File: src/rtl/first_fit_range_allocator_defines.svh
`ifndef FIRST_FIT_RANGE_ALLOCATOR_DEFINES_SVH
`define FIRST_FIT_RANGE_ALLOCATOR_DEFINES_SVH

// same-cycle implication
`define FFRA_ASSERT_NOW(lbl, clk, rst, ante, cons) \
   lbl: assert property (@(posedge clk) disable iff (rst) (ante) |-> (cons)) \
      else $error("allocator check failed");

// next-cycle implication
`define FFRA_ASSERT_NEXT(lbl, clk, rst, ante, cons) \
   lbl: assert property (@(posedge clk) disable iff (rst) (ante) |=> (cons)) \
      else $error("allocator check failed");

`endif

File: src/rtl/ffra_pkg.sv
`timescale 1ns / 1ps
package ffra_pkg;
   localparam int MaxRanges = 64;
   localparam int IdxW      = $clog2(MaxRanges);
   localparam int CntW      = $clog2(MaxRanges + 1);
   localparam logic [24:0] CapLimit = 25'd16777216;
   localparam logic [24:0] CapReset = 25'd262144;

   localparam logic CMD_ALLOC = 1'b0;
   localparam logic CMD_FREE  = 1'b1;

   typedef enum logic [1:0] {
      ST_OK     = 2'd0,
      ST_NOFIT  = 2'd1,
      ST_DOUBLE = 2'd2,
      ST_FULL   = 2'd3
   } status_type;

   typedef enum logic [2:0] {
      S_CLEAR,
      S_IDLE,
      S_SCAN,
      S_DECIDE,
      S_APPLY,
      S_DONE
   } state_type;

   typedef enum logic [1:0] {
      MK_NONE,
      MK_SHRINK,
      MK_GROW,
      MK_PREPEND
   } mod_kind_type;

   typedef struct packed {
      logic [23:0] base;
      logic [24:0] length;
   } entry_type;
endpackage

File: src/rtl/ffra_cell.sv
`timescale 1ns / 1ps
module ffra_cell import ffra_pkg::*; (
   input  logic        clock,
   input  logic        shift,
   input  entry_type   load,
   output entry_type   held,
   output logic [25:0] stop
);
   entry_type ent_ff;

   always_ff @(posedge clock) begin
      if (shift) begin
         ent_ff <= load;
      end
   end

   assign held = ent_ff;
   assign stop = {2'b00, ent_ff.base} + {1'b0, ent_ff.length};
endmodule

File: src/rtl/first_fit_range_allocator.sv
`timescale 1ns / 1ps
// channel   | ports                                   | handshake
// request   | req_command, req_position, req_count    | start & !busy
// result    | rsp_start_res, rsp_status, rsp_free_entries | rsp_valid strobe
// csr       | csr_capacity                            | csr_valid & csr_ready
// every request runs from one acceptance to the next through these steps: one full turn of the
// cell ring to scan, a decide step, one turn to apply, a respond step and an idle step;
// failed requests skip the apply turn.
// after reset or a capacity write the ring runs one clearing turn with busy high.
// the result is a one-cycle strobe; no stall exists.
module first_fit_range_allocator import ffra_pkg::*; (
   input  logic        clock,
   input  logic        reset,
   input  logic        start,
   output logic        busy,
   input  logic        req_command,
   input  logic [23:0] req_position,
   input  logic [24:0] req_count,
   output logic        rsp_valid,
   output logic [23:0] rsp_start_res,
   output logic [1:0]  rsp_status,
   output logic [6:0]  rsp_free_entries,
   input  logic        csr_valid,
   output logic        csr_ready,
   input  logic [24:0] csr_capacity
);
`include "first_fit_range_allocator_defines.svh"

   state_type    state_ff, state_in;
   logic [IdxW-1:0] t_ff;
   logic [CntW-1:0] used_ff;
   logic [24:0]  cap_ff;
   logic         cmd_ff;
   logic [23:0]  pos_ff;
   logic [24:0]  cnt_ff;
   logic         found_ff, frem_ff, dbl_ff, has_lo_ff, has_hi_ff;
   logic [IdxW-1:0] fidx_ff, lo_ff, hi_ff;
   logic [23:0]  fstart_ff;
   logic [24:0]  hi_len_ff;
   mod_kind_type kind_ff;
   logic [IdxW-1:0] mod_idx_ff, rm_idx_ff;
   logic [24:0]  add_ff;
   logic         rm_en_ff, app_en_ff;
   status_type   status_ff;
   logic [23:0]  start_ff;

   entry_type    cell_out [MaxRanges];
   entry_type    cell_in  [MaxRanges];
   logic [25:0]  cell_end [MaxRanges];
   entry_type    tail;
   logic         shift;
   logic         last;
   logic         accept;

   assign shift  = (state_ff == S_CLEAR) || (state_ff == S_SCAN) || (state_ff == S_APPLY);
   assign last   = (t_ff == IdxW'(MaxRanges - 1));
   assign accept = start && !busy;

   genvar gi;
   generate
      for (gi = 0; gi < MaxRanges; gi++) begin : g_cell
         if (gi == MaxRanges - 1) begin : g_tail
            assign cell_in[gi] = tail;
         end else begin : g_link
            assign cell_in[gi] = cell_out[gi + 1];
         end
         ffra_cell u_cell (
            .clock (clock),
            .shift (shift),
            .load  (cell_in[gi]),
            .held  (cell_out[gi]),
            .stop  (cell_end[gi])
         );
      end
   endgenerate

   // ring feed
   logic            use_next;
   entry_type       src;
   logic [IdxW-1:0] sidx;
   always_comb begin
      use_next = rm_en_ff && (t_ff >= rm_idx_ff);
      src      = use_next ? cell_out[1] : cell_out[0];
      sidx     = use_next ? t_ff + IdxW'(1) : t_ff;
      tail     = cell_out[0];
      case (state_ff)
         S_CLEAR: begin
            tail = '0;
            if (t_ff == '0 && cap_ff != '0) begin
               tail.length = cap_ff;
            end
         end
         S_APPLY: begin
            tail = src;
            if (sidx == mod_idx_ff) begin
               case (kind_ff)
                  MK_SHRINK: begin
                     tail.base   = 24'({1'b0, src.base} + cnt_ff);
                     tail.length = src.length - cnt_ff;
                  end
                  MK_GROW: begin
                     tail.length = src.length + add_ff;
                  end
                  MK_PREPEND: begin
                     tail.base   = pos_ff;
                     tail.length = src.length + cnt_ff;
                  end
                  default: begin
                  end
               endcase
            end
            if (app_en_ff && ({1'b0, t_ff} == used_ff)) begin
               tail.base   = pos_ff;
               tail.length = cnt_ff;
            end
            if (use_next && last) begin
               tail = '0;
            end
         end
         default: begin
         end
      endcase
   end

   // scan compares on the head cell
   logic        slot_ok;
   logic [25:0] pos26, end26;
   assign slot_ok = ({1'b0, t_ff} < used_ff);
   assign pos26   = {2'b00, pos_ff};
   assign end26   = pos26 + {1'b0, cnt_ff};

   always_comb begin
      state_in = state_ff;
      case (state_ff)
         S_CLEAR:  if (last) state_in = S_IDLE;
         S_IDLE: begin
            if (start) begin
               state_in = S_SCAN;
            end else if (csr_valid) begin
               state_in = S_CLEAR;
            end
         end
         S_SCAN:   if (last) state_in = S_DECIDE;
         S_DECIDE: begin
            state_in = S_DONE;
            if (cmd_ff == CMD_ALLOC) begin
               if (found_ff) state_in = S_APPLY;
            end else if (cnt_ff != '0 && !dbl_ff && end26 <= {1'b0, cap_ff}) begin
               if (has_lo_ff || has_hi_ff || used_ff < CntW'(MaxRanges)) begin
                  state_in = S_APPLY;
               end
            end
         end
         S_APPLY:  if (last) state_in = S_DONE;
         S_DONE:   state_in = S_IDLE;
         default:  state_in = S_IDLE;
      endcase
   end

   always_ff @(posedge clock) begin
      if (reset) begin
         state_ff <= S_CLEAR;
      end else begin
         state_ff <= state_in;
      end
   end

   always_ff @(posedge clock) begin
      if (reset) begin
         t_ff    <= '0;
         used_ff <= '0;
         cap_ff  <= CapReset;
      end else begin
         t_ff <= shift ? t_ff + IdxW'(1) : '0;
         if (state_ff == S_CLEAR && last) begin
            used_ff <= (cap_ff != '0) ? CntW'(1) : '0;
         end
         if (state_ff == S_APPLY && last) begin
            used_ff <= used_ff - CntW'(rm_en_ff) + CntW'(app_en_ff);
         end
         if (csr_valid && csr_ready) begin
            cap_ff <= (csr_capacity > CapLimit) ? CapLimit : csr_capacity;
         end
      end
   end

   always_ff @(posedge clock) begin
      if (accept) begin
         cmd_ff    <= req_command;
         pos_ff    <= req_position;
         cnt_ff    <= req_count;
         found_ff  <= 1'b0;
         frem_ff   <= 1'b0;
         dbl_ff    <= 1'b0;
         has_lo_ff <= 1'b0;
         has_hi_ff <= 1'b0;
         fidx_ff   <= '0;
         lo_ff     <= '0;
         hi_ff     <= '0;
         fstart_ff <= '0;
         hi_len_ff <= '0;
      end
      if (state_ff == S_SCAN && slot_ok) begin
         if (cmd_ff == CMD_ALLOC) begin
            if (!found_ff && cell_out[0].length >= cnt_ff) begin
               found_ff  <= 1'b1;
               fidx_ff   <= t_ff;
               fstart_ff <= cell_out[0].base;
               frem_ff   <= (cell_out[0].length == cnt_ff) && (cnt_ff != '0);
            end
         end else if ({2'b00, cell_out[0].base} < pos26) begin
            if (cell_end[0] > pos26) dbl_ff <= 1'b1;
            if (cell_end[0] == pos26 && !has_lo_ff) begin
               has_lo_ff <= 1'b1;
               lo_ff     <= t_ff;
            end
         end else begin
            if (end26 > {2'b00, cell_out[0].base}) dbl_ff <= 1'b1;
            if (end26 == {2'b00, cell_out[0].base} && !has_hi_ff) begin
               has_hi_ff <= 1'b1;
               hi_ff     <= t_ff;
               hi_len_ff <= cell_out[0].length;
            end
         end
      end
   end

   always_ff @(posedge clock) begin
      if (reset) begin
         kind_ff   <= MK_NONE;
         rm_en_ff  <= 1'b0;
         app_en_ff <= 1'b0;
      end else if (state_ff == S_DECIDE) begin
         kind_ff    <= MK_NONE;
         rm_en_ff   <= 1'b0;
         app_en_ff  <= 1'b0;
         mod_idx_ff <= '0;
         rm_idx_ff  <= '0;
         add_ff     <= cnt_ff;
         start_ff   <= '0;
         status_ff  <= ST_OK;
         if (cmd_ff == CMD_ALLOC) begin
            if (!found_ff) begin
               status_ff <= ST_NOFIT;
            end else begin
               start_ff <= fstart_ff;
               if (frem_ff) begin
                  rm_en_ff  <= 1'b1;
                  rm_idx_ff <= fidx_ff;
               end else begin
                  kind_ff    <= MK_SHRINK;
                  mod_idx_ff <= fidx_ff;
               end
            end
         end else if (cnt_ff == '0) begin
            status_ff <= ST_OK;
         end else if (dbl_ff || end26 > {1'b0, cap_ff}) begin
            status_ff <= ST_DOUBLE;
         end else if (has_lo_ff) begin
            kind_ff    <= MK_GROW;
            mod_idx_ff <= lo_ff;
            if (has_hi_ff) begin
               add_ff    <= cnt_ff + hi_len_ff;
               rm_en_ff  <= 1'b1;
               rm_idx_ff <= hi_ff;
            end
         end else if (has_hi_ff) begin
            kind_ff    <= MK_PREPEND;
            mod_idx_ff <= hi_ff;
         end else if (used_ff >= CntW'(MaxRanges)) begin
            status_ff <= ST_FULL;
         end else begin
            app_en_ff <= 1'b1;
         end
      end
   end

   assign busy             = (state_ff != S_IDLE);
   assign csr_ready        = (state_ff == S_IDLE) && !start;
   assign rsp_valid        = (state_ff == S_DONE);
   assign rsp_start_res    = start_ff;
   assign rsp_status       = status_ff;
   assign rsp_free_entries = 7'(used_ff);

   `FFRA_ASSERT_NEXT(a_accept_busy, clock, reset, accept, busy)
   `FFRA_ASSERT_NEXT(a_rsp_single, clock, reset, rsp_valid, !rsp_valid)
   `FFRA_ASSERT_NOW(a_used_max, clock, reset, 1'b1, used_ff <= CntW'(MaxRanges))
   `FFRA_ASSERT_NOW(a_rm_app_excl, clock, reset, state_ff == S_APPLY, !(rm_en_ff && app_en_ff))
   `FFRA_ASSERT_NOW(a_fail_zero, clock, reset, rsp_valid && rsp_status != ST_OK,
      rsp_start_res == '0)
endmodule

File: config.mk
export PLATFORM = sky130hd
export DESIGN_NAME = first_fit_range_allocator
export DESIGN_NICKNAME = d
export VERILOG_FILES = /design/src/rtl/ffra_pkg.sv /design/src/rtl/ffra_cell.sv /design/src/rtl/first_fit_range_allocator.sv
export VERILOG_INCLUDE_DIRS = /design/src /design/src/rtl
export SDC_FILE = /design/constraint.sdc
export NUM_CORES = 2
export LEC_CHECK = 0
export BUFFER_PORTS_ARGS = -buffer_cell sky130_fd_sc_hd__buf_2
export CAP_MARGIN = 5
export CORE_MARGIN = 8
export CORE_UTILIZATION = 54
export DETAILED_ROUTE_END_ITERATION = 7
export PLACE_DENSITY = 0.77
export SLEW_MARGIN = 20
export SYNTH_ARGS = -nofsm -noshare
export SYNTH_HDL_FRONTEND = slang
export SYNTH_SLANG_ARGS = --single-unit
File: constraint.sdc
create_clock -name clock -period 346.8 [get_ports clock]
set_input_delay 17.34 -clock clock [delete_from_list [all_inputs] [get_ports clock]]
set_output_delay 17.34 -clock clock [all_outputs]
set_load 0.005 [all_outputs]
# Word-level counts from Yosys, hierarchy flattened

Index checks and enable logic that the tools add are counted.

Logic and storage cells: 348
Output and inout port bits: 36
Bits in registers: 3366

Bitwise logic cells: 3
Add/sub/neg operators: 10
$lt $le $gt $ge: 11
Eq/ne operators: 19
Multiplexer cells: 115
Reduce and logical (&&, ||, !) cells: 37

Operators by type and width:

| kind                                       | count |
|---|---|
| 2-to-1 mux 25 bit                          | 12 |
| 2-to-1 mux 49 bit                          | 4 |
| 2-to-1 mux 6 bit                           | 28 |
| case mux 49 bit (2 select lines)           | 1 |
| 2-to-1 mux 24 bit                          | 4 |
| adder 25 bit                               | 3 |
| case mux 25 bit (3 select lines)           | 1 |
| adder 24 x 25 -> 26 bit                    | 2 |
| equality test 26 x 24 -> 1 bit             | 2 |
| > comparator 26 x 24 -> 1 bit              | 2 |
| nonzero test 25 bit                        | 2 |
| case mux 24 bit (2 select lines)           | 1 |
| 2-to-1 mux 1 bit                           | 44 |
| > comparator 26 x 25 -> 1 bit              | 1 |
| less-or-equal comparator 26 x 25 -> 1 bit  | 1 |
| equality test 25 bit                       | 1 |
| >= comparator 25 bit                       | 1 |
| > comparator 25 bit, second input constant | 1 |
| zero test 25 bit                           | 1 |
| subtractor 25 bit                          | 1 |
| adder 24 bit                               | 1 |
| less-than comparator 24 bit                | 1 |
| 2-to-1 mux 2 bit                           | 11 |
| 2-to-1 mux 3 bit                           | 6 |
| other kinds (30)                           | 63 |

# Logic depth before layout (Yosys ltp)

Word-level depth: 9
Mapped depth: 23
Gate-level depth less buffers: 22

# Cells and area by module

Synthesis repeated with hierarchy kept, for this count alone.

Cells, all modules: 18188
Area, all modules: 203572.7 µm²

By module, submodules not included:

| module                            | sequential area each (µm²) | cells an instance | area an instance (µm²) | times used |
|---|---|---|---|---|
| ffra_cell (g_cell[0].u_cell ...)  | 1471.4                     | 256               | 2894.0                 | 36 |
| ffra_cell (g_cell[46].u_cell ...) | 1471.4                     | 236               | 2835.2                 | 23 |
| first_fit_range_allocator         | 5735.5                     | 2331              | 19961.6                | 1 |
| ffra_cell (g_cell[16].u_cell ...) | 1471.4                     | 248               | 2875.3                 | 2 |
| ffra_cell (g_cell[18].u_cell)     | 1471.4                     | 243               | 2917.8                 | 1 |
| ffra_cell (g_cell[15].u_cell)     | 1471.4                     | 248               | 2822.7                 | 1 |
| ffra_cell (g_cell[9].u_cell)      | 1471.4                     | 226               | 2725.1                 | 1 |

# Worst setup path before layout

OpenSTA, ideal clock, no wires.

Path kind: reg2reg
Start point: register state_ff[0]
End point: register t_ff[0]
Clock period less this slack: 171.534 ns
Setup slack: 175.266 ns
Path buffers: 0
Library setup time: 0.327 ns
Data required time: 346.473 ns
Stages on the path, launching flop included: 4
Arrival: 171.207 ns
Path through: dfxtp_1 > a21oi_1 > nand2b_1 > nor2_1

Word-level cells in the longest chain between the ends: 5

Ends and longest elaborated chain:

| what                                                            | line                             | text |
|---|---|---|
| start: declaration                                              | first_fit_range_allocator.sv:29  | `state_type state_ff, state_in;` |
| start signal: assignment                                        | first_fit_range_allocator.sv:164 | `state_ff <= state_in;` |
| equality test 3 x 2 -> 1 bit or zero test 3 bit (tied branches) | first_fit_range_allocator.sv:55  | `assign shift = (state_ff == S_CLEAR) \|\| (state_ff == S_SCAN) \|\| (state_ff == S_APPLY);` |
| logical OR 1 bit                                                | first_fit_range_allocator.sv:55  |  |
| logical OR 1 bit *                                              | first_fit_range_allocator.sv:55  |  |
| inverter 1 bit (no source line) *                               | --                               |  |
| OR reduction 2 bit (no source line) *                           | --                               |  |
| end signal: assignment                                          | first_fit_range_allocator.sv:174 | `t_ff <= shift ? t_ff + IdxW'(1) : '0;` |
| end: declaration                                                | first_fit_range_allocator.sv:30  | `logic [IdxW-1:0] t_ff;` |

Every way passes the cells marked *; elsewhere a longest branch is shown, timed or not.
A chain may end at the register's enable or synchronous reset.

# Final worst setup path

Start point: input port start
End point: output port csr_ready

Word-level cells in the longest chain between the ends: 2

Ends and longest elaborated chain:

| what               | line                             | text |
|---|---|---|
| start: declaration | first_fit_range_allocator.sv:14  | `input logic start,` |
| zero test 1 bit    | first_fit_range_allocator.sv:279 | `assign csr_ready = (state_ff == S_IDLE) && !start;` |
| logical AND 1 bit  | first_fit_range_allocator.sv:279 |  |
| end: declaration   | first_fit_range_allocator.sv:24  | `output logic csr_ready,` |

No other way between the ends.

==> impl_metrics.csv <==
group,metric,value,unit
route,drc,0,
power_and_ir_drop,p_seq_share,55.8,%
layout,finish.utilization,61.3,%
yosys,postSynthCellCount,5653,
timing,min_period,35.19,ns
global_route,busiest_layer,"met2",
timing,hold_viol_final,0,
floorplan,core,0.212,sq mm
global_route,antenna_found_initial,15,
place,hpwl,122000,um
layout,fillers,14100,
power_and_ir_drop,powerDensity,6.46,mW/mm^2
floorplan,ioPinCount,115,
timing,rsz0062_at_grt,"false",
clock_tree,max-clock-path-buffers,4,
power_and_ir_drop,p_leak,51.7,nW
place,placed_cells,8585,
place,io_buffers,114,
layout,nets,6446,
layout,layout-drive-gt1-share,11.3,%
timing,finalSetupTns,0,ns
yosys,seq_area_frac_synth,86.8,%
yosys,synth_nets,6003,
place,routabilityCongestion,0.908,
yosys,yosysWarnings,0,
floorplan,start_util,54.3,%
clock_tree,clk_latency,0.95,ns
route,vias,51200,
timing,setup_slack,311.62,ns
power_and_ir_drop,swShare,20.5,%
clock_tree,cts_buffers,330,
layout,syn_to_final_growth,12.9,%
route,drtIter0Drc,5005,
worst_setup_path,critical_path_class,"in -> out",
yosys,ys_seq_elements,3366,
timing,tightest_slew,1.26,ns
layout,finalNonFillerCells,9171,
power_and_ir_drop,switchingPower,0.000172,W
global_route,grtUsageMet2,30.1,%
worst_setup_path,required,329.46,ns
floorplan,die_h,478,um
worst_setup_path,cp.arrival,17.84,ns
global_route,grt_max_degree,220,
route,routedWlPerCell,24.0,um
min_path,hold_path.class,"reg -> reg",
yosys,synth.avg_cell_area,20.4,sq um
yosys,synth-async-reset-ratio,0,%
global_route,use_met1,25.7,%
timing,setup_viol,0,
global_route,grt-ovfl-total,0,
global_route,grt_usage,19.0,%
clock_tree,hold_buffers,0,
place,pre_cts_slack,311.62,ns
global_route,grt_pass1_vias,51600,
clock_tree,htreeDepth,5,
timing,finalMaxSlewViolations,0,
worst_setup_path,worst-path-max-fanout,4,
yosys,synth_cell_types,84,
power_and_ir_drop,p_clk_share,41.4,%
floorplan,die_x,478,um
yosys,synth_area,0.115,sq mm
yosys,synth-main-ff-cell,"edfxtp_1",
route,wl,220000,um
clock_tree,cts.sinks,3366,
clock_tree,cts_setup_buffers,0,
route,antenna_left,0,
floorplan,num_rows,169,
status,outcome,"finished, final reports clean",
timing,holdWs,0.361,ns
power_and_ir_drop,share_comb_of_total_power,2.8,%
timing,finClkSkew,0.0810,ns
clock_tree,path_clk_slew,0.06,ns
timing,fmax,0.0284,GHz
yosys,synth_edf_count,3249,
clock_tree,cts_resized,0,
global_route,grt_pass1_wl,328000,um
timing,period_share,10.1,%
floorplan,die-area,0.228,sq mm
power_and_ir_drop,peakVddDrop,0.00514,mV
power_and_ir_drop,power.internal,0.000667,W
global_route,met3_usage,3.84,%
worst_setup_path,start_kind,"primary input",
route,firstDrtPassIters,6,
clock_tree,root_buffer,"clkbuf_16",
route,viasPerCell,5.58,
timing,relSlewSlack,15.9,%
flow_run,max_cap_viol_count,0,
clock_tree,cts_tree,"yes",
worst_setup_path,critPathCaptureType,"primary output",
## synthesized netlist by cell type (16+ instances only)
cell	number	area, sq um
clkbuf_1	63	236
mux2i_1	84	841
ha_1	265	3320
xnor2_1	93	815
and2_1	31	194
nand4_1	32	200
a22oi_1	52	390
nand2_1	337	1260
a31oi_1	21	131
o211ai_1	26	195
nand2b_1	32	200
nor2b_1	28	175
buf_2	16	80.1
o21ai_0	193	966
nor3_1	44	220
inv_1	166	623
nor4_1	29	181
xor2_1	40	350
nor2_1	137	514
a21oi_1	152	761
mux2_2	25	282
dfxtp_1	117	2340
edfxtp_1	3249	97600
a211oi_1	34	255
nand3_1	46	230
a22o_1	17	149
a21o_1	86	646
o21a_1	26	195
## cell usage in the layout (no fill, tap or decap), types with 86 or more instances in the layout
master,synthesis,final
dfxtp_1,117,116
a21o_1,86,86
clkbuf_16,0,337
ha_1,265,265
a21oi_1,152,150
edfxtp_1,3249,3249
xnor2_1,93,93
o21ai_0,193,193
buf_2,16,114
nor2_1,137,134
nand2_1,337,336
inv_1,166,165
## cells by family (layout without fill, tap and decap cells)
group,after synthesis,after routing,share of synthesized area [%]
compound gates,740,740,4.23
other cells,0,5,0
buf+inv,254,946,0.856
fa+ha+maj,271,271,2.98
xor+xnor,133,133,1.01
flops,3366,3366,86.8
simple gates,780,780,3.17
mux,109,109,0.975
## sequential cells by signal, indices dropped and copies added (netlist names), 2 cells and up
signal,flops
g_cell.u_cell.held,3136
add_ff,25
cap_ff,25
cnt_ff,25
hi_len_ff,25
fstart_ff,24
pos_ff,24
rsp_start_res,24
rsp_free_entries,7
fidx_ff,6
hi_ff,6
lo_ff,6
mod_idx_ff,6
rm_idx_ff,6
t_ff,6
state_ff,3
kind_ff,2
rsp_status,2
## layer usage
metal  vias to the layer above  share of wire, %
li1                      23000                 -
met2                      1914                47
met1                     25600                42
met4                         6               4.9
met5                         -             0.017
met3                       605               6.3
## worst max-delay path, cell delays in order
cell    delay (ns)
buf_2         0.14
nor2_1        0.20
buf_2         0.16
## worst paths after layout
path,start,to,slack [ns],depth (start not counted)
max,start,csr_ready,311.62,3
min,g_cell[21].u_cell.held[21],g_cell[20].u_cell.held[21],0.36,0
max reg2reg,cnt_ff[1],add_ff[0],340.13,21
min reg2reg,g_cell[21].u_cell.held[21],g_cell[20].u_cell.held[21],0.36,0
## power groups by stage
stage	Clock [W]	Sequential, W	Combinational (W)
2_1_floorplan	0	0.000472	0.0000164
3_3_place_gp	0	0.000475	0.0000217
3_5_place_dp	0	0.000476	0.0000222
4_1_cts	0.000355	0.000469	0.0000227
5_1_grt	0.000369	0.000470	0.0000256
6_report	0.000348	0.000468	0.0000231
## area by class of cell
cell class / count / area (sq um) / area share, %
antenna: 5 / 12.5 / 0.00963
clock buffer: 409 / 8760 / 6.74
clock inverter: 172 / 1530 / 1.18
inverter: 167 / 627 / 0.482
multi-input combinational: 2033 / 14300 / 11.0
sequential: 3366 / 99900 / 76.9
tap: 2821 / 3530 / 2.72
timing repair buffer: 198 / 1270 / 0.978
## through the flow
step	cell area (sq um)	total power (W)
CTS	130000	0.000846
global route	130000	0.000864
finish	130000	0.000839
global placement	120000	0.000497
floorplan	115000	0.000488
detailed placement	120000	0.000498
No activity file was read; power rests on OpenSTA's default activity.
